**src/rtl/u8cp_pkg.sv**
```systemverilog
// u8cp_pkg: types and constants shared by the utf-8 to code point decoder
// no dependencies; compile first

package u8cp_pkg;

    localparam int unsigned BYTE_W  = 8;
    localparam int unsigned POINT_W = 21;
    localparam int unsigned OWED_W  = 2;

    typedef logic [BYTE_W-1:0]  byte_t;
    typedef logic [POINT_W-1:0] point_t;
    typedef logic [OWED_W-1:0]  owed_t;

    // lead byte classes
    localparam byte_t LEAD1_MASK  = 8'h80;
    localparam byte_t LEAD1_MATCH = 8'h00;
    localparam byte_t LEAD2_MASK  = 8'hE0;
    localparam byte_t LEAD2_MATCH = 8'hC0;
    localparam byte_t LEAD3_MASK  = 8'hF0;
    localparam byte_t LEAD3_MATCH = 8'hE0;
    localparam byte_t LEAD4_MASK  = 8'hF8;
    localparam byte_t LEAD4_MATCH = 8'hF0;

    // payload bits carried by each byte kind
    localparam byte_t CONT_BITS  = 8'h3F;
    localparam byte_t LEAD2_BITS = 8'h1F;
    localparam byte_t LEAD3_BITS = 8'h0F;
    localparam byte_t LEAD4_BITS = 8'h07;

    // continuation counts
    localparam owed_t OWED_NONE  = 2'd0;
    localparam owed_t OWED_ONE   = 2'd1;
    localparam owed_t OWED_TWO   = 2'd2;
    localparam owed_t OWED_THREE = 2'd3;

    // result of one decode step
    typedef struct packed {
        logic   emit;
        point_t code_point;
        logic   ends_text;
        owed_t  owed_next;
        point_t partial_next;
    } step_t;

endpackage

```
**src/rtl/u8cp_if.sv**
```systemverilog
// u8cp_byte_if and u8cp_point_if: valid/ready channels of the decoder
// depends on u8cp_pkg

interface u8cp_byte_if;
    logic            valid;
    logic            ready;
    u8cp_pkg::byte_t text_byte;
    logic            is_final_byte;

    modport source (output valid, output text_byte, output is_final_byte, input ready);
    modport sink   (input valid, input text_byte, input is_final_byte, output ready);
endinterface

interface u8cp_point_if;
    logic             valid;
    logic             ready;
    u8cp_pkg::point_t code_point;
    logic             ends_text;

    modport source (output valid, output code_point, output ends_text, input ready);
    modport sink   (input valid, input code_point, input ends_text, output ready);
endinterface

```
**src/rtl/u8cp_decode.sv**
```systemverilog
// u8cp_decode: one combinational decode step of a utf-8 byte against the
// sequence state; depends on u8cp_pkg

module u8cp_decode
(
    input  u8cp_pkg::byte_t  text_byte,
    input  logic             is_final_byte,
    input  u8cp_pkg::owed_t  owed,
    input  u8cp_pkg::point_t partial,
    output u8cp_pkg::step_t  step
);

    u8cp_pkg::point_t cont_bits;
    u8cp_pkg::point_t acc;
    u8cp_pkg::owed_t  owed_left;
    logic             emit_now;
    logic             drop;

    // continuation bits placed by how many bytes are still owed
    always_comb
    begin
        case (owed)
            u8cp_pkg::OWED_THREE:
                cont_bits = {3'b000, text_byte[5:0], 12'h000};
            u8cp_pkg::OWED_TWO:
                cont_bits = {9'h000, text_byte[5:0], 6'h00};
            default:
                cont_bits = {15'h0000, text_byte[5:0]};
        endcase
    end

    // classify byte and gather bits
    always_comb
    begin
        acc       = partial;
        owed_left = u8cp_pkg::OWED_NONE;
        emit_now  = 1'b0;
        drop      = 1'b0;
        if (owed != u8cp_pkg::OWED_NONE)
        begin
            acc       = partial | cont_bits;
            owed_left = owed - u8cp_pkg::OWED_ONE;
            emit_now  = (owed_left == u8cp_pkg::OWED_NONE);
        end
        else if ((text_byte & u8cp_pkg::LEAD1_MASK) == u8cp_pkg::LEAD1_MATCH)
        begin
            acc      = {13'h0000, text_byte};
            emit_now = 1'b1;
        end
        else if ((text_byte & u8cp_pkg::LEAD2_MASK) == u8cp_pkg::LEAD2_MATCH)
        begin
            acc       = {10'h000, text_byte[4:0], 6'h00};
            owed_left = u8cp_pkg::OWED_ONE;
        end
        else if ((text_byte & u8cp_pkg::LEAD3_MASK) == u8cp_pkg::LEAD3_MATCH)
        begin
            acc       = {5'h00, text_byte[3:0], 12'h000};
            owed_left = u8cp_pkg::OWED_TWO;
        end
        else if ((text_byte & u8cp_pkg::LEAD4_MASK) == u8cp_pkg::LEAD4_MATCH)
        begin
            acc       = {text_byte[2:0], 18'h00000};
            owed_left = u8cp_pkg::OWED_THREE;
        end
        else
        begin
            drop = 1'b1;
        end
    end

    // text ending inside a sequence flushes the partial point
    always_comb
    begin
        step.emit       = !drop && (emit_now ||
                          (is_final_byte && owed_left != u8cp_pkg::OWED_NONE));
        step.code_point = acc;
        step.ends_text  = is_final_byte;
        if (drop || step.emit)
        begin
            step.owed_next    = u8cp_pkg::OWED_NONE;
            step.partial_next = '0;
        end
        else
        begin
            step.owed_next    = owed_left;
            step.partial_next = acc;
        end
    end

endmodule

```
**src/rtl/utf8_to_codepoint_decoder.sv**
```systemverilog
// utf8_to_codepoint_decoder: utf-8 bytes in, 21-bit code points out
// a byte taken into the input register goes through the combinational decode
// step; a code point it completes enters the result register as the byte moves
// on; one byte per cycle unless a full result register is not being drained
// reset: rst_n clears the sequence state and both valid flags at once
// depends on u8cp_pkg, u8cp_byte_if, u8cp_point_if, u8cp_decode

module utf8_to_codepoint_decoder
(
    input  logic                clk,
    input  logic                rst_n,
    u8cp_byte_if.sink           byte_chan,
    u8cp_point_if.source        point_chan
);

    logic             stage_valid_reg;
    u8cp_pkg::byte_t  stage_byte_reg;
    logic             stage_last_reg;
    u8cp_pkg::owed_t  owed_reg;
    u8cp_pkg::point_t partial_reg;
    logic             out_valid_reg;
    u8cp_pkg::point_t out_point_reg;
    logic             out_last_reg;
    u8cp_pkg::step_t  step;
    logic             advance;
    logic             take_beat;

    // the staged byte moves on whenever the result register is free or draining
    assign advance   = stage_valid_reg && (!out_valid_reg || point_chan.ready);
    assign take_beat = byte_chan.valid && byte_chan.ready;

    assign byte_chan.ready = !stage_valid_reg || advance;

    // input register
    always_ff @(posedge clk or negedge rst_n)
    begin
        if (!rst_n)
        begin
            stage_valid_reg <= 1'b0;
        end
        else if (byte_chan.ready)
        begin
            stage_valid_reg <= byte_chan.valid;
        end
    end

    always_ff @(posedge clk)
    begin
        if (take_beat)
        begin
            stage_byte_reg <= byte_chan.text_byte;
            stage_last_reg <= byte_chan.is_final_byte;
        end
    end

    // decode step
    u8cp_decode u_decode
    (
        .text_byte     (stage_byte_reg),
        .is_final_byte (stage_last_reg),
        .owed          (owed_reg),
        .partial       (partial_reg),
        .step          (step)
    );

    // sequence state
    always_ff @(posedge clk or negedge rst_n)
    begin
        if (!rst_n)
        begin
            owed_reg    <= u8cp_pkg::OWED_NONE;
            partial_reg <= '0;
        end
        else if (advance)
        begin
            owed_reg    <= step.owed_next;
            partial_reg <= step.partial_next;
        end
    end

    // result register
    always_ff @(posedge clk or negedge rst_n)
    begin
        if (!rst_n)
        begin
            out_valid_reg <= 1'b0;
        end
        else if (advance)
        begin
            out_valid_reg <= step.emit;
        end
        else if (point_chan.ready)
        begin
            out_valid_reg <= 1'b0;
        end
    end

    always_ff @(posedge clk)
    begin
        if (advance && step.emit)
        begin
            out_point_reg <= step.code_point;
            out_last_reg  <= step.ends_text;
        end
    end

    assign point_chan.valid      = out_valid_reg;
    assign point_chan.code_point = out_point_reg;
    assign point_chan.ends_text  = out_last_reg;

    // final byte always leaves a clean state for the next text
    a_final_clears: assert property (@(posedge clk) disable iff (!rst_n)
        advance && stage_last_reg |=> owed_reg == u8cp_pkg::OWED_NONE && partial_reg == '0)
        else $error("state not cleared after final byte");

    // no bits gathered while nothing is owed
    a_idle_partial: assert property (@(posedge clk) disable iff (!rst_n)
        owed_reg == u8cp_pkg::OWED_NONE |-> partial_reg == '0)
        else $error("partial point held with no bytes owed");

    // an empty result register never stalls the input
    a_no_false_stall: assert property (@(posedge clk) disable iff (!rst_n)
        !out_valid_reg |-> byte_chan.ready)
        else $error("input stalled with result register empty");

endmodule
```
**src/flat_wrapper.sv**
```systemverilog
// flat-port wrapper written by rule: the top's interface ports become plain ports
module utf8_to_codepoint_decoder_flat 
  (clk, rst_n, byte_chan_valid, byte_chan_text_byte, byte_chan_is_final_byte, byte_chan_ready, point_chan_valid, point_chan_code_point, point_chan_ends_text, point_chan_ready);
  u8cp_byte_if byte_chan_i ();
  u8cp_point_if point_chan_i ();
  input  logic clk;
  input  logic rst_n;
  input wire logic [$bits(byte_chan_i.valid)-1:0] byte_chan_valid;
  input wire logic [$bits(byte_chan_i.text_byte)-1:0] byte_chan_text_byte;
  input wire logic [$bits(byte_chan_i.is_final_byte)-1:0] byte_chan_is_final_byte;
  output wire logic [$bits(byte_chan_i.ready)-1:0] byte_chan_ready;
  output wire logic [$bits(point_chan_i.valid)-1:0] point_chan_valid;
  output wire logic [$bits(point_chan_i.code_point)-1:0] point_chan_code_point;
  output wire logic [$bits(point_chan_i.ends_text)-1:0] point_chan_ends_text;
  input wire logic [$bits(point_chan_i.ready)-1:0] point_chan_ready;
  assign byte_chan_i.valid = byte_chan_valid;
  assign byte_chan_i.text_byte = byte_chan_text_byte;
  assign byte_chan_i.is_final_byte = byte_chan_is_final_byte;
  assign byte_chan_ready = byte_chan_i.ready;
  assign point_chan_valid = point_chan_i.valid;
  assign point_chan_code_point = point_chan_i.code_point;
  assign point_chan_ends_text = point_chan_i.ends_text;
  assign point_chan_i.ready = point_chan_ready;
  utf8_to_codepoint_decoder u_core (.clk(clk), .rst_n(rst_n), .byte_chan(byte_chan_i), .point_chan(point_chan_i));
endmodule
```
**config.mk**
```make
export PLATFORM = sky130hd
export DESIGN_NAME = utf8_to_codepoint_decoder_flat
export DESIGN_NICKNAME = d
export VERILOG_FILES = /design/src/rtl/u8cp_pkg.sv /design/src/rtl/u8cp_if.sv /design/src/rtl/u8cp_decode.sv /design/src/rtl/utf8_to_codepoint_decoder.sv /design/src/flat_wrapper.sv
export SDC_FILE = /design/constraint.sdc
export NUM_CORES = 1
export LEC_CHECK = 0
export BUFFER_PORTS_ARGS = -buffer_cell sky130_fd_sc_hd__buf_2
export CAP_MARGIN = 5
export CORE_MARGIN = 2
export CORE_UTILIZATION = 31
export DETAILED_ROUTE_END_ITERATION = 8
export PLACE_DENSITY_LB_ADDON = 0.15
export RECOVER_POWER = 50
export SLEW_MARGIN = 20
export SYNTH_ARGS = -nofsm -noshare
export SYNTH_HDL_FRONTEND = slang
export SYNTH_SLANG_ARGS = --single-unit
```
**constraint.sdc**
```tcl
create_clock -name clk -period 7.57 [get_ports clk]
set_clock_uncertainty 0.1 [all_clocks]
set_input_delay 1.1355 -clock clk [delete_from_list [all_inputs] [get_ports clk]]
set_output_delay 1.1355 -clock clk [all_outputs]
set_load 0.01 [all_outputs]
```
==> results of run 1 <==
-- layer usage --
metal	track usage (%)	routed length, microns	vias up
li1	-	-	750
met1	18.4	2470	773
met2	19.3	2340	47
met3	2.79	225	7
met4	4.42	83	0
met5	0	0	-
-- through the flow --
stage               hold slack, ns  power (mW)  setup WS [ns]  cells
global route                 0.383       0.642           4.71    308
floorplan                    0.320       0.418           4.47    174
CTS                          0.365       0.620           4.59    308
finish                       0.363       0.610           4.76    308
global placement             0.332       0.451           4.27    300
detailed placement           0.345       0.451           4.26    300
-- area by class of cell --
| cell class | instances | area (sq um) | share of cell area [%] |
|---|---|---|---|
| Clock inverter | 2 | 10.0 | 0.370 |
| Inverter | 5 | 18.8 | 0.693 |
| Tap cell | 99 | 124 | 4.57 |
| Multi-Input combinational cell | 104 | 761 | 28.1 |
| Timing Repair Buffer | 36 | 156 | 5.77 |
| Clock buffer | 6 | 82.6 | 3.05 |
| Sequential cell | 56 | 1560 | 57.5 |
-- cell usage in the layout, fill, tap and decap left out, types with 2 or more instances in the layout --
cell type  count
edfxtp_1      31
dfrtp_1       25
a22o_1        19
clkbuf_1      19
buf_2         17
a21oi_1       13
a22o_2         9
nand2_1        7
and2_1         7
o21ai_0        6
clkbuf_8       6
inv_1          5
nor2_1         5
o31ai_1        4
nor2b_1        3
a221o_1        3
and4_1         2
nand3b_1       2
a32o_1         2
nor4_1         2
nand2b_1       2
clkinv_2       2
-- worst max path at each step --
stage	from	end
2_1_floorplan	point_chan_ready	u_core.point_chan.code_point[0]
3_3_place_gp	point_chan_ready	u_core.point_chan.code_point[19]
3_5_place_dp	point_chan_ready	u_core.point_chan.code_point[19]
4_1_cts	point_chan_ready	u_core.point_chan.code_point[6]
5_1_grt	point_chan_ready	u_core.point_chan.code_point[18]
6_report	point_chan_ready	byte_chan_ready
-- critical path, cell delays in order --
cell and delay, ns:
buf_2 0.10, nand3b_1 0.18, buf_2 0.16
-- kinds of logic after synthesis --
group / after synthesis / share of synthesized area, %
buffers and inverters: 14 / 2.99
flip-flops: 56 / 65.4
AND/OR/NAND/NOR: 38 / 9.67
AO/OA/AOI/OAI: 66 / 22.0
-- power by group through the flow --
stage | clock network, mW | logic, mW | registers (mW)
after floorplan | 0 | 0.0492 | 0.369
after detailed placement | 0 | 0.0815 | 0.370
after global routing | 0.188 | 0.0882 | 0.366
after global placement | 0 | 0.0809 | 0.370
final | 0.169 | 0.0782 | 0.363
after CTS | 0.175 | 0.0816 | 0.363
==> run summary, run 1 <==
The flow ran to the end, and the final reports show no timing, DRC or antenna violations. In this run, CTS created clock tree buffers numbering 5. Root buffer cell: clkbuf_8. The critical path required time is 6.33 ns, and the share of total power in combinational logic is 12.8%. Among all cell types in the netlist, the one instantiated most often is edfxtp_1. Routed via count divided by cell count: 5.12. The mapped netlist covers 2380 sq um. Counting along the longest clock path gives a buffer depth of 2. The final routed wire length divided by cell count works out to 16.6 microns. The worst setup path is captured at an output port.

For the standard-cell row count, the log shows 31. Timing would allow up to 355 MHz. Data arrives at the worst endpoint at 1.58 ns. The number of levels in the clock H-tree came out at 2. The via count of the first global-routing pass is 1585, and the total of hold buffers inserted after clock tree synthesis is 0.

The proportion of synthesized chip area in sequential cells is 65.4%. Vertical die dimension: 91.6 microns. Post-CTS resize count: 0. The top flip-flop cell by instance count after synthesis was edfxtp_1. After clock tree synthesis, the setup repair step added 0 buffers. At the end of the flow, the number of nets in the layout was 221. edfxtp_1 takes more of the synthesized area than any other cell.

The post-placement cell area came out at 2640 sq um. The synthesized design contains 31 enable-type register cells. Dividing the final minimum period by the clock period gives 37.2%. The wire-length estimate of the detail-placed layout is 3.34 mm. Entering global routing, the biggest net connects 26 pins. Input and output buffers added on the ports amount to 36. The number of clock sinks is 56, and the number of cells produced by synthesis is 174. 0 antenna diodes ended up in the layout. Sorting the synthesized cells by area gives the leading types as edfxtp_1 (39%), dfrtp_1 (26%), a22o_1 (7.0%). The tools report the aggregate global-route resource usage as 12.9%. Before antenna repair, the detailed router went through 6 iterations. The async set-reset flop share out of synthesis came out at 44.6%. The logs give 0 for the remaining antenna violation count after routing and 38 for the count of different cell masters after synthesis.

The worst hold path belongs to the class flip-flop to flip-flop. The core region is 7330 sq um. For the share of power burned in the clock network, the log shows 27.7%.

Startpoint type of the worst setup path: a primary input. The path with the worst hold slack has its endpoint at u_core.point_chan.ends_text. Power spread over the standard cell area amounts to 225 nW/um^2. The critical path is of the primary input to output port type. The congestion estimate from routability-driven global placement came to 0.788.

The tools report the post-synth net total as 187. Worst hold path depth: 0. Of all nets on the critical path, the largest fanout is 3. After global routing the overflow that remains totals 0. Clock latency on the worst-skew pair, taken at its later pin, is 0.30 ns. In this run the critical register-to-register path is captured at u_core.point_chan.code_point[14]. Summed over all nets, the switching power comes to 0.164 mW. At the pin with the least slew margin, the transition time is 1.42 ns. For the number of max-capacitance violations reported, the log shows 0.

The run gives 0 as the final setup violation count. The run gives 8400 sq um as the die area. Compared with the post-synthesis result, the final layout area differs by 13.8%.

Net switching is 26.9% of the power. The headroom to the max-slew limit is 5.56%. The run gives 0 as the number of failing hold endpoints at the final stage. The clock transition at the registers of the reported paths works out to 0.10 ns.

The tools report the number of placed I/O pins as 37. TritonCTS built the clock tree. The routed wire length is 5.12 mm.

The logs give 59.5% for the portion of total power attributed to sequential cells and 0 for the count of warnings emitted by yosys. In this run the most critical hold path is launched from u_core.stage_last_reg. For this configuration, the core starts out at a cell density of 32.5%.

By count the netlist is led by edfxtp_1 (31), dfrtp_1 (25), a22o_1 (19). Subtracting the final worst setup slack from the clock period gives 2.81 ns. Total internal power: 0.446 mW. The setup check on the worst reg-to-reg path leaves a slack of 5.05 ns. For the final routed database, the setup TNS stands at 0 ns.

The finished cells cover 2710 sq um. The number of remaining DRC errors is 0, and the initial antenna violation count is 0. For this design the static power due to leakage is 1.08 nW. The run gives 0 as the max-slew violation count. After filler insertion, the fill cell instance count of the layout stands at 724.

Setup repair after global routing left no endpoint under its margin. After the first detailed-routing iteration, the DRC count stood at 93. The die is 91.6 microns wide. Counting flops and latches in the post-synthesis netlist gives 56. The core occupancy in the finished layout was 37.0%; the post-synthesis area per instance was 13.7 sq um.

Across all layers, the routed design uses 1577 vias. In the final layout, the share of cells above drive strength 1 is 19.1%. The depth of the worst register-to-register path works out to 4. The first-pass GRT wire length was 8.38 mm. Area fraction of the dominant cell type after synthesis: 39.1%. The tools report the startpoint of the lowest-slack register-to-register path as u_core.owed_reg[0].

For the worst ir drop on vdd, the log shows 0.0745 mV.
(Power assumes the default switching activity.)
==> inputs of run 2 (changes only) <==
--- a/config.mk
+++ b/config.mk
@@ -5,6 +5,7 @@
 export SDC_FILE = /design/constraint.sdc
 export NUM_CORES = 1
 export LEC_CHECK = 0
+export ABC_AREA = 1
 export BUFFER_PORTS_ARGS = -buffer_cell sky130_fd_sc_hd__buf_2
 export CAP_MARGIN = 5
 export CORE_MARGIN = 2
==> constraint.sdc (replaced) <==
create_clock -name clk -period 2.25 [get_ports clk]
set_clock_uncertainty 0.1 [all_clocks]
set_input_delay 0.3375 -clock clk [delete_from_list [all_inputs] [get_ports clk]]
set_output_delay 0.3375 -clock clk [all_outputs]
set_load 0.01 [all_outputs]
==> run 2 against run 1 <==
Net effect:
- utilization down 0.60 points
- routed wire length rose by 28%
- sequential share of layout area decreased by 5.6 points
- cell area increased by 11%
- clock-buffer cell count did not move
- sequential power increased to 3.5 times the previous value
- area after synthesis up 11%
- clock power grew to 3.4 times the previous value
- non-clock buffer count grew 7
- the run now ends with capacitance limit, slew limit left
- sequential cell count is the same
- final cell count rose by 38%
==> run summary, run 2 <==
The via count of the first global-routing pass is 1955 (was 1585), and the total congestion overflow after global routing is 0 (unchanged). The half-perimeter wire length after detailed placement is 4.39 mm (was 3.34 mm), and the CTS buffer count is 5 (unchanged). Top flip-flop cell by instance count after synthesis: edfxtp_1 (unchanged). The run gives 3000 sq um (was 2710 sq um) as the summed area of non-filler cells in the final layout.

Depth of the worst register-to-register path: 9 (was 4). The total power divided by cell area was 756 nW/um^2 (was 225 nW/um^2). For the count of different cell masters after synthesis, the log shows 25 (was 38). Final routed wire length divided by cell count: 15.4 microns (was 16.6 microns). The fraction of final layout cells with drive strength greater than 1 works out to 14.1% (was 19.1%). The most common cell in the netlist was nand2_1 (was edfxtp_1). The class of the tightest hold or removal check was primary input to flip-flop (was flip-flop to flip-flop).

The number of failing hold endpoints at the final stage is 0 (unchanged). For the detailed-routing iteration count for the pre-antenna-repair pass, the log shows 4 (was 6). The slew at the pin closest to its max-slew limit is 1.58 ns (was 1.42 ns).

The biggest area consumer among synthesized cells is edfxtp_1 (unchanged). The number of levels in the clock H-tree is 2 (unchanged), and the aggregate global-route resource usage is 15.2% (was 12.9%). The logs give 2920 sq um (was 2640 sq um) for the post-placement cell area and 26 (was 0) for the max-slew violation count. Largest cells by area after synthesis: edfxtp_1 (35%), dfrtp_1 (24%), nand2_1 (15%) (was edfxtp_1 (39%), dfrtp_1 (26%), a22o_1 (7.0%)). The final setup violation count is 0 (unchanged), and the area fraction of the dominant cell type after synthesis is 35.2% (was 39.1%). The remaining antenna violation count after routing was 0 (unchanged). The final reports fail on capacitance limit, slew limit.

The width of the die was 96.3 microns (was 91.6 microns). The register bit count reported by yosys is 56 (unchanged). The leakage power is 1.40 nW (was 1.08 nW). The largest fanout on the critical path was 17 (was 3). The die area is 9270 sq um (was 8400 sq um), and the post-synthesis area per instance is 9.47 sq um (was 13.7 sq um).

Clock period minus final worst setup slack: 2.02 ns. The netlist area before placement is 2640 sq um (was 2380 sq um). Most frequent cells after synthesis: nand2_1 (107), edfxtp_1 (31), dfrtp_1 (25), nand3_1 (25), nand4_1 (24) (was edfxtp_1 (31), dfrtp_1 (25), a22o_1 (19)).

TritonCTS built the clock tree. Setup repair after global routing left no endpoint under its margin. For the first-pass GRT wire length, the log shows 10.6 mm (was 8.38 mm). The number of max-capacitance violations reported came out at 1 (was 0). The leading cell type in the layout, fill and taps excluded is nand2_1 (was edfxtp_1).

Startpoint type of the worst setup path: a flip-flop (was a primary input). The diode insertion count for antenna repair was 0 (unchanged). Based on the critical path, the design can be clocked at up to 495 MHz.

The endpoint kind of the worst setup timing path is a flip-flop (was an output port). The worst setup margin is 0.229 ns (was 4.76 ns). The number of cells produced by synthesis was 279 (was 174). The number of DRC violations after detailed-routing iteration 0 is 97 (was 93).

The clock transition at the registers of the reported paths was 0.10 ns (about the same); the clock insertion delay at the later pin of the skew report was 0.31 ns (was 0.30 ns). Net count of the finished layout: 331 (was 221). The tools report the effective utilization at floorplan as 32.0% (was 32.5%). The worst ir drop on vdd is 0.268 mV (was 0.0745 mV), and the number of synthesized flops with an enable pin is 31 (unchanged).

The async set-reset flop share out of synthesis is 44.6% (unchanged). The pin count of the biggest net entering global routing was 26 (unchanged); the number of port buffers was 36 (unchanged). The tools report the root buffer cell as clkbuf_8 (unchanged). For the number of remaining DRC errors, the log shows 0 (unchanged). The accumulated negative setup slack was 0 ns (unchanged); the number of placed I/O pins was 37 (unchanged). The initial antenna violation count is 0 (unchanged). The tools report the placeable core region as 8260 sq um (was 7330 sq um). The run gives 2058 (was 1577) as the via count.

The number of clock sinks is 56 (unchanged), and the proportion of synthesized chip area in sequential cells is 58.9% (was 65.4%). For the worst path arrival time, the log shows 1.95 ns (was 1.58 ns). The flow ran to the end, but the final reports show violations. The tools report the post-CTS resize count as 0 (unchanged). Most frequent cells in the layout: nand2_1 (107), edfxtp_1 (31), nand3_1 (25), dfrtp_1 (25) (was edfxtp_1 (31), dfrtp_1 (25), a22o_1 (19), clkbuf_1 (19), buf_2 (17)).

The run gives 0 (unchanged) as the count of warnings emitted by yosys. The routed via count divided by cell count works out to 4.85 (was 5.12). Post-synth net total: 292 (was 187). The tools report the routed wire length as 6.55 mm (was 5.12 mm). The logs give 0.890 (was 0.788) for the final weighted congestion in routability-driven placement and 886 (was 724) for the count of fill cells added during filler insertion. The share of the clock period used by the worst path is 89.8%.

Growth of design area from synthesis to finish: 13.6% (was 13.8%). The kind of critical path was flip-flop to flip-flop (was primary input to output port). The run gives 2.18 ns (was 6.33 ns) as the critical path required time.

The headroom to the max-slew limit is -5.10% (was 5.56%). The run gives 33 (was 31) as the standard-cell row count. The worst hold path depth came out at 1 (was 0). The logs give 2 (unchanged) for the number of buffers on the longest clock path and 0.261 ns (was 4.26 ns) for the post-placement worst setup slack.

The vertical die dimension was 96.3 microns (was 91.6 microns).
[run 2: cell families after synthesis]
kind of cell | share of synthesized area [%]
AND/OR/NAND/NOR | 31.0
flip-flops | 58.9
buffers and inverters | 6.16
AO/OA/AOI/OAI | 3.88
[run 2: report_power, final]
part / total [mW] / switching (mW) / internal, mW
Clock: 0.582 / 0.332 / 0.250
Sequential: 1.26 / 0.0577 / 1.20
Combinational: 0.429 / 0.312 / 0.117
[run 2: routing by layer]
metal	GRT usage, %	vias to the layer above	part of all wire, %
met5	0	-	0
met2	24.2	27	46
met1	21.7	1003	51
met4	3.52	0	1.0
li1	-	1021	-
met3	2.58	7	2.5
[run 2: final cells by class]
class | count | area, sq um | share of cell area, %
flip-flops and latches | 56 | 1560 | 51.9
multi-input cells | 193 | 922 | 30.7
repair buffers | 43 | 218 | 7.25
well taps | 105 | 131 | 4.38
clock buffers | 6 | 82.6 | 2.75
inverters | 19 | 76.3 | 2.54
clock inverters | 2 | 15.0 | 0.500
[run 2: worst paths after layout]
check | startpoint | endpoint | slack (ns)
min | byte_chan_text_byte[7] | u_core.stage_byte_reg[7] | 0.1
max in group asynchronous | rst_n | u_core.partial_reg[19] | 0.29
min reg2reg | u_core.partial_reg[15] | u_core.partial_reg[15] | 0.39
min in group asynchronous | rst_n | u_core.partial_reg[2] | 0.84
max reg2reg | u_core.stage_byte_reg[5] | u_core.point_chan.code_point[19] | 0.23
max | u_core.stage_byte_reg[5] | u_core.point_chan.code_point[19] | 0.23
[run 2: repair_timing]
item                                   CTS  global route
hold buffers                             1             0
setup buffers                            0             0
endpoints found under the hold margin   25             0
[run 2: critical path, stage by stage, from the launching register on]
cell and delay (ns):
edfxtp_1 0.58, nand4_2 0.28, nand2_1 0.13, nand2_1 0.07
nand3_1 0.12, nand2_2 0.06, nand2_1 0.05, nand2_1 0.06
inv_1 0.11, buf_12 0.17
[run 2: metrics by stage]
| stage | utilization, % | power [mW] | hold slack [ns] | std cells |
|---|---|---|---|---|
| floorplan | - | 1.55 | -0.0581 | 279 |
| global placement | 35.4 | 1.72 | 0.297 | 415 |
| detailed placement | 35.4 | 1.73 | 0.309 | 415 |
| CTS | 36.7 | 2.31 | 0.0887 | 424 |
| global route | 36.3 | 2.40 | 0.0785 | 424 |
| finish | 36.3 | 2.27 | 0.0950 | 424 |
==> inputs of run 3 (changes only) <==
--- a/config.mk
+++ b/config.mk
@@ -8,6 +8,8 @@
 export ABC_AREA = 1
 export BUFFER_PORTS_ARGS = -buffer_cell sky130_fd_sc_hd__buf_2
 export CAP_MARGIN = 5
+export CELL_PAD_IN_SITES_DETAIL_PLACEMENT = 1
+export CELL_PAD_IN_SITES_GLOBAL_PLACEMENT = 1
 export CORE_MARGIN = 2
 export CORE_UTILIZATION = 31
 export DETAILED_ROUTE_END_ITERATION = 8
==> run 3 against run 2 <==
Net effect:
- the run still ends with capacitance limit, slew limit left
- highest routed layer unchanged
- sequential cell count did not move
- final cell count down 0.24%
- global-route usage increased by 1.6 points
- cell area shrank 1.1%
- via count is 1.7% higher
==> run summary, run 3 (synthesis results as in run 2) <==
The number of DRC violations after detailed-routing iteration 0 is 95 (was 97). The tools report the start point of the critical path as u_core.stage_byte_reg[7] (was u_core.stage_byte_reg[5]). The highest achievable clock rate is 483 MHz (was 495 MHz).

The effective utilization at floorplan is 32.0% (unchanged). The number of clock sinks was 56 (unchanged). The routed via count divided by cell count was 4.95 (was 4.85); the final routed wire length divided by cell count was 16.7 microns (was 15.4 microns). The worst hold path depth is 1 (unchanged), and the total congestion overflow after global routing is 0 (unchanged).

The root buffer cell is clkbuf_8 (unchanged). The pin count of the biggest net entering global routing is 26 (unchanged). The cell with the biggest individual delay on the critical path is edfxtp_1 (unchanged). The clock period minus final worst setup slack was 2.07 ns (was 2.02 ns). The overall power consumption is 2.24 mW (was 2.27 mW). The largest fanout on the critical path came out at 11 (was 17).

Share of the clock period used by the worst path: 92.0% (was 89.8%). The half-perimeter wire length after detailed placement was 4.76 mm (was 4.39 mm); the wire length on met2 was 3.40 mm (was 2.99 mm). Startpoint of the tightest hold check path: byte_chan_text_byte[3] (was byte_chan_text_byte[7]). The number of remaining DRC errors was 0 (unchanged); the clock transition at the registers of the reported paths was 0.10 ns (about the same). The growth of design area from synthesis to finish came out at 12.4% (was 13.6%). Endpoint with the worst hold slack: u_core.stage_byte_reg[3] (was u_core.stage_byte_reg[7]). The width of the die is 96.3 microns (unchanged). The max-slew violation count was 26 (unchanged); the worst path arrival time was 1.98 ns (was 1.95 ns). The placeable core region was 8260 sq um (unchanged); the peak per-stage delay on the critical path was 0.58 ns (about the same).

The run gives 0 (unchanged) as the initial antenna violation count. The via count came out at 2092 (was 2058). The fraction of final layout cells with drive strength greater than 1 was 13.2% (was 14.1%). TritonCTS built the clock tree. The tools report the startpoint of the lowest-slack register-to-register path as u_core.stage_byte_reg[7] (was u_core.stage_byte_reg[5]). The flow ran to the end, but the final reports show violations. The number of buffer and inverter stages on the critical path came out at 2 (unchanged). The logs give 988 (was 886) for the count of fill cells added during filler insertion and 2 (unchanged) for the number of buffers on the longest clock path.

The logs give 0.229 ns (was 0.261 ns) for the post-placement worst setup slack and 0.18 ns (was 0.23 ns) for the slack of the worst reg-to-reg path. The number of port buffers is 36 (unchanged). The met3 wire length is 333 microns (was 164 microns). The tools report the number of max-capacitance violations reported as 1 (unchanged). The number of placed I/O pins is 37 (unchanged), and the net count of the finished layout is 330 (was 331). The CTS buffer count came out at 5 (unchanged). The routed length on met1 was 3.26 mm (was 3.33 mm). The accumulated negative setup slack is 0 ns (unchanged). Violations in the final reports: capacitance limit, slew limit (unchanged). The aggregate global-route resource usage is 16.8% (was 15.2%), and the diode insertion count for antenna repair is 0 (unchanged). The post-placement cell area came out at 2900 sq um (was 2920 sq um). Setup repair after global routing left no endpoint under its margin. The run gives 5 (was 4) as the detailed-routing iteration count for the pre-antenna-repair pass. The class of the tightest hold or removal check was primary input to flip-flop (unchanged).

The headroom to the max-slew limit is -1.27% (was -5.10%). The total power divided by cell area works out to 753 nW/um^2 (was 756 nW/um^2). Leading cell type in the layout, fill and taps excluded: nand2_1 (unchanged). The remaining antenna violation count after routing is 0 (unchanged), and the standard-cell row count is 33 (unchanged). Kind of cell adding the most delay to the critical path: simple AND/OR/NAND/NOR gates (unchanged). Startpoint type of the worst setup path: a flip-flop (unchanged). The via count of the first global-routing pass was 2138 (was 1955). The tools report the final weighted congestion in routability-driven placement as 0.814 (was 0.890). Most frequent cell on the critical path: nand2_1 (unchanged). The run gives 2 (unchanged) as the number of levels in the clock H-tree. The depth of the worst register-to-register path was 9 (unchanged). For the count of buffers added by post-CTS timing repair for setup, the log shows 0 (unchanged). The first-pass GRT wire length is 11.5 mm (was 10.6 mm). The critical path required time is 2.16 ns (was 2.18 ns), and the number of failing hold endpoints at the final stage is 0 (unchanged).

The endpoint kind of the worst setup timing path was a flip-flop (unchanged). The logs give 7.08 mm (was 6.55 mm) for the routed wire length and 2970 sq um (was 3000 sq um) for the summed area of non-filler cells in the final layout. Highest metal layer used by the detailed router: met4 (unchanged).

The slew at the pin closest to its max-slew limit is 1.52 ns (was 1.58 ns). The tools report the die area as 9270 sq um (unchanged). Most frequent cells in the layout: nand2_1 (107), edfxtp_1 (31), clkbuf_1 (26) (was nand2_1 (107), edfxtp_1 (31), nand3_1 (25), dfrtp_1 (25)). Ordered cell list for the critical path: nand4_2, nand2_1, nand2_1, nand3_1, nand2_2, nand2_1, nand2_1, inv_1, buf_4 (was nand4_2, nand2_1, nand2_1, nand3_1, nand2_2, nand2_1, nand2_1, inv_1, buf_12).

The worst ir drop on vdd was 0.284 mV (was 0.268 mV). The final setup violation count is 0 (unchanged). The worst setup margin is 0.181 ns (was 0.229 ns).

The end of the worst register-to-register path is u_core.point_chan.code_point[14] (was u_core.point_chan.code_point[19]). The clock insertion delay at the later pin of the skew report was 0.31 ns (about the same). The kind of critical path was flip-flop to flip-flop (unchanged). Vertical die dimension: 96.3 microns (unchanged). The leakage power was 1.39 nW (was 1.40 nW).
## run 3: cell types whose count changed in the layout (fill, tap and decap cells not counted), sizes merged
| cell | previous run | this run |
|---|---|---|
| buf | 18 | 17 |
| clkinvlp | 2 | 0 |
| clkinv | 1 | 2 |
| clkbuf | 30 | 31 |
## run 3: worst max path at each step
stage | end | slack, ns | depth (start not counted)
detailed placement | u_core.point_chan.code_point[19] | 0.23 | 11
CTS | u_core.point_chan.code_point[19] | 0.20 | 11
floorplan | u_core.point_chan.code_point[0] | 0.19 | 9
finish | u_core.point_chan.code_point[14] | 0.18 | 9
global route | u_core.partial_reg[19] | 0.03 | 2
global placement | u_core.point_chan.code_point[7] | 0.29 | 11
## run 3: through the flow
step	hold WS (ns)	util (%)	instances
after floorplan	-0.0581	-	279
after global routing	0.0759	36.0	423
after detailed placement	0.308	35.2	414
after CTS	0.0813	36.3	423
final	0.0878	36.0	423
after global placement	0.307	35.2	414
## run 3: layer usage
layer / global-route usage [%] / vias to the layer above
met2: 28.6 / 47
met5: 0 / -
li1: - / 1015
met4: 3.87 / 0
met1: 22.2 / 1025
met3: 3.29 / 5
## run 3: final cells by class
class                   instances  area (sq um)  share of cell area, %
clock buffers                   7          76.3                   2.57
flip-flops and latches         56          1560                   52.4
clock inverters                 1          8.76                  0.295
multi-input cells             193           922                   31.1
inverters                      19          76.3                   2.57
repair buffers                 42           198                   6.66
well taps                     105           131                   4.42
## run 3: report_power, final
group          total, mW  internal [mW]  leakage [nW]  switching (mW)
registers           1.26           1.20         0.641          0.0597
logic              0.426          0.108         0.702           0.318
clock network      0.550          0.224        0.0424           0.327
## run 3: repair_timing
action	4_1_cts	5_1_grt
endpoints found under the hold margin	25	0
gates resized for setup	0	0
hold buffers	1	0
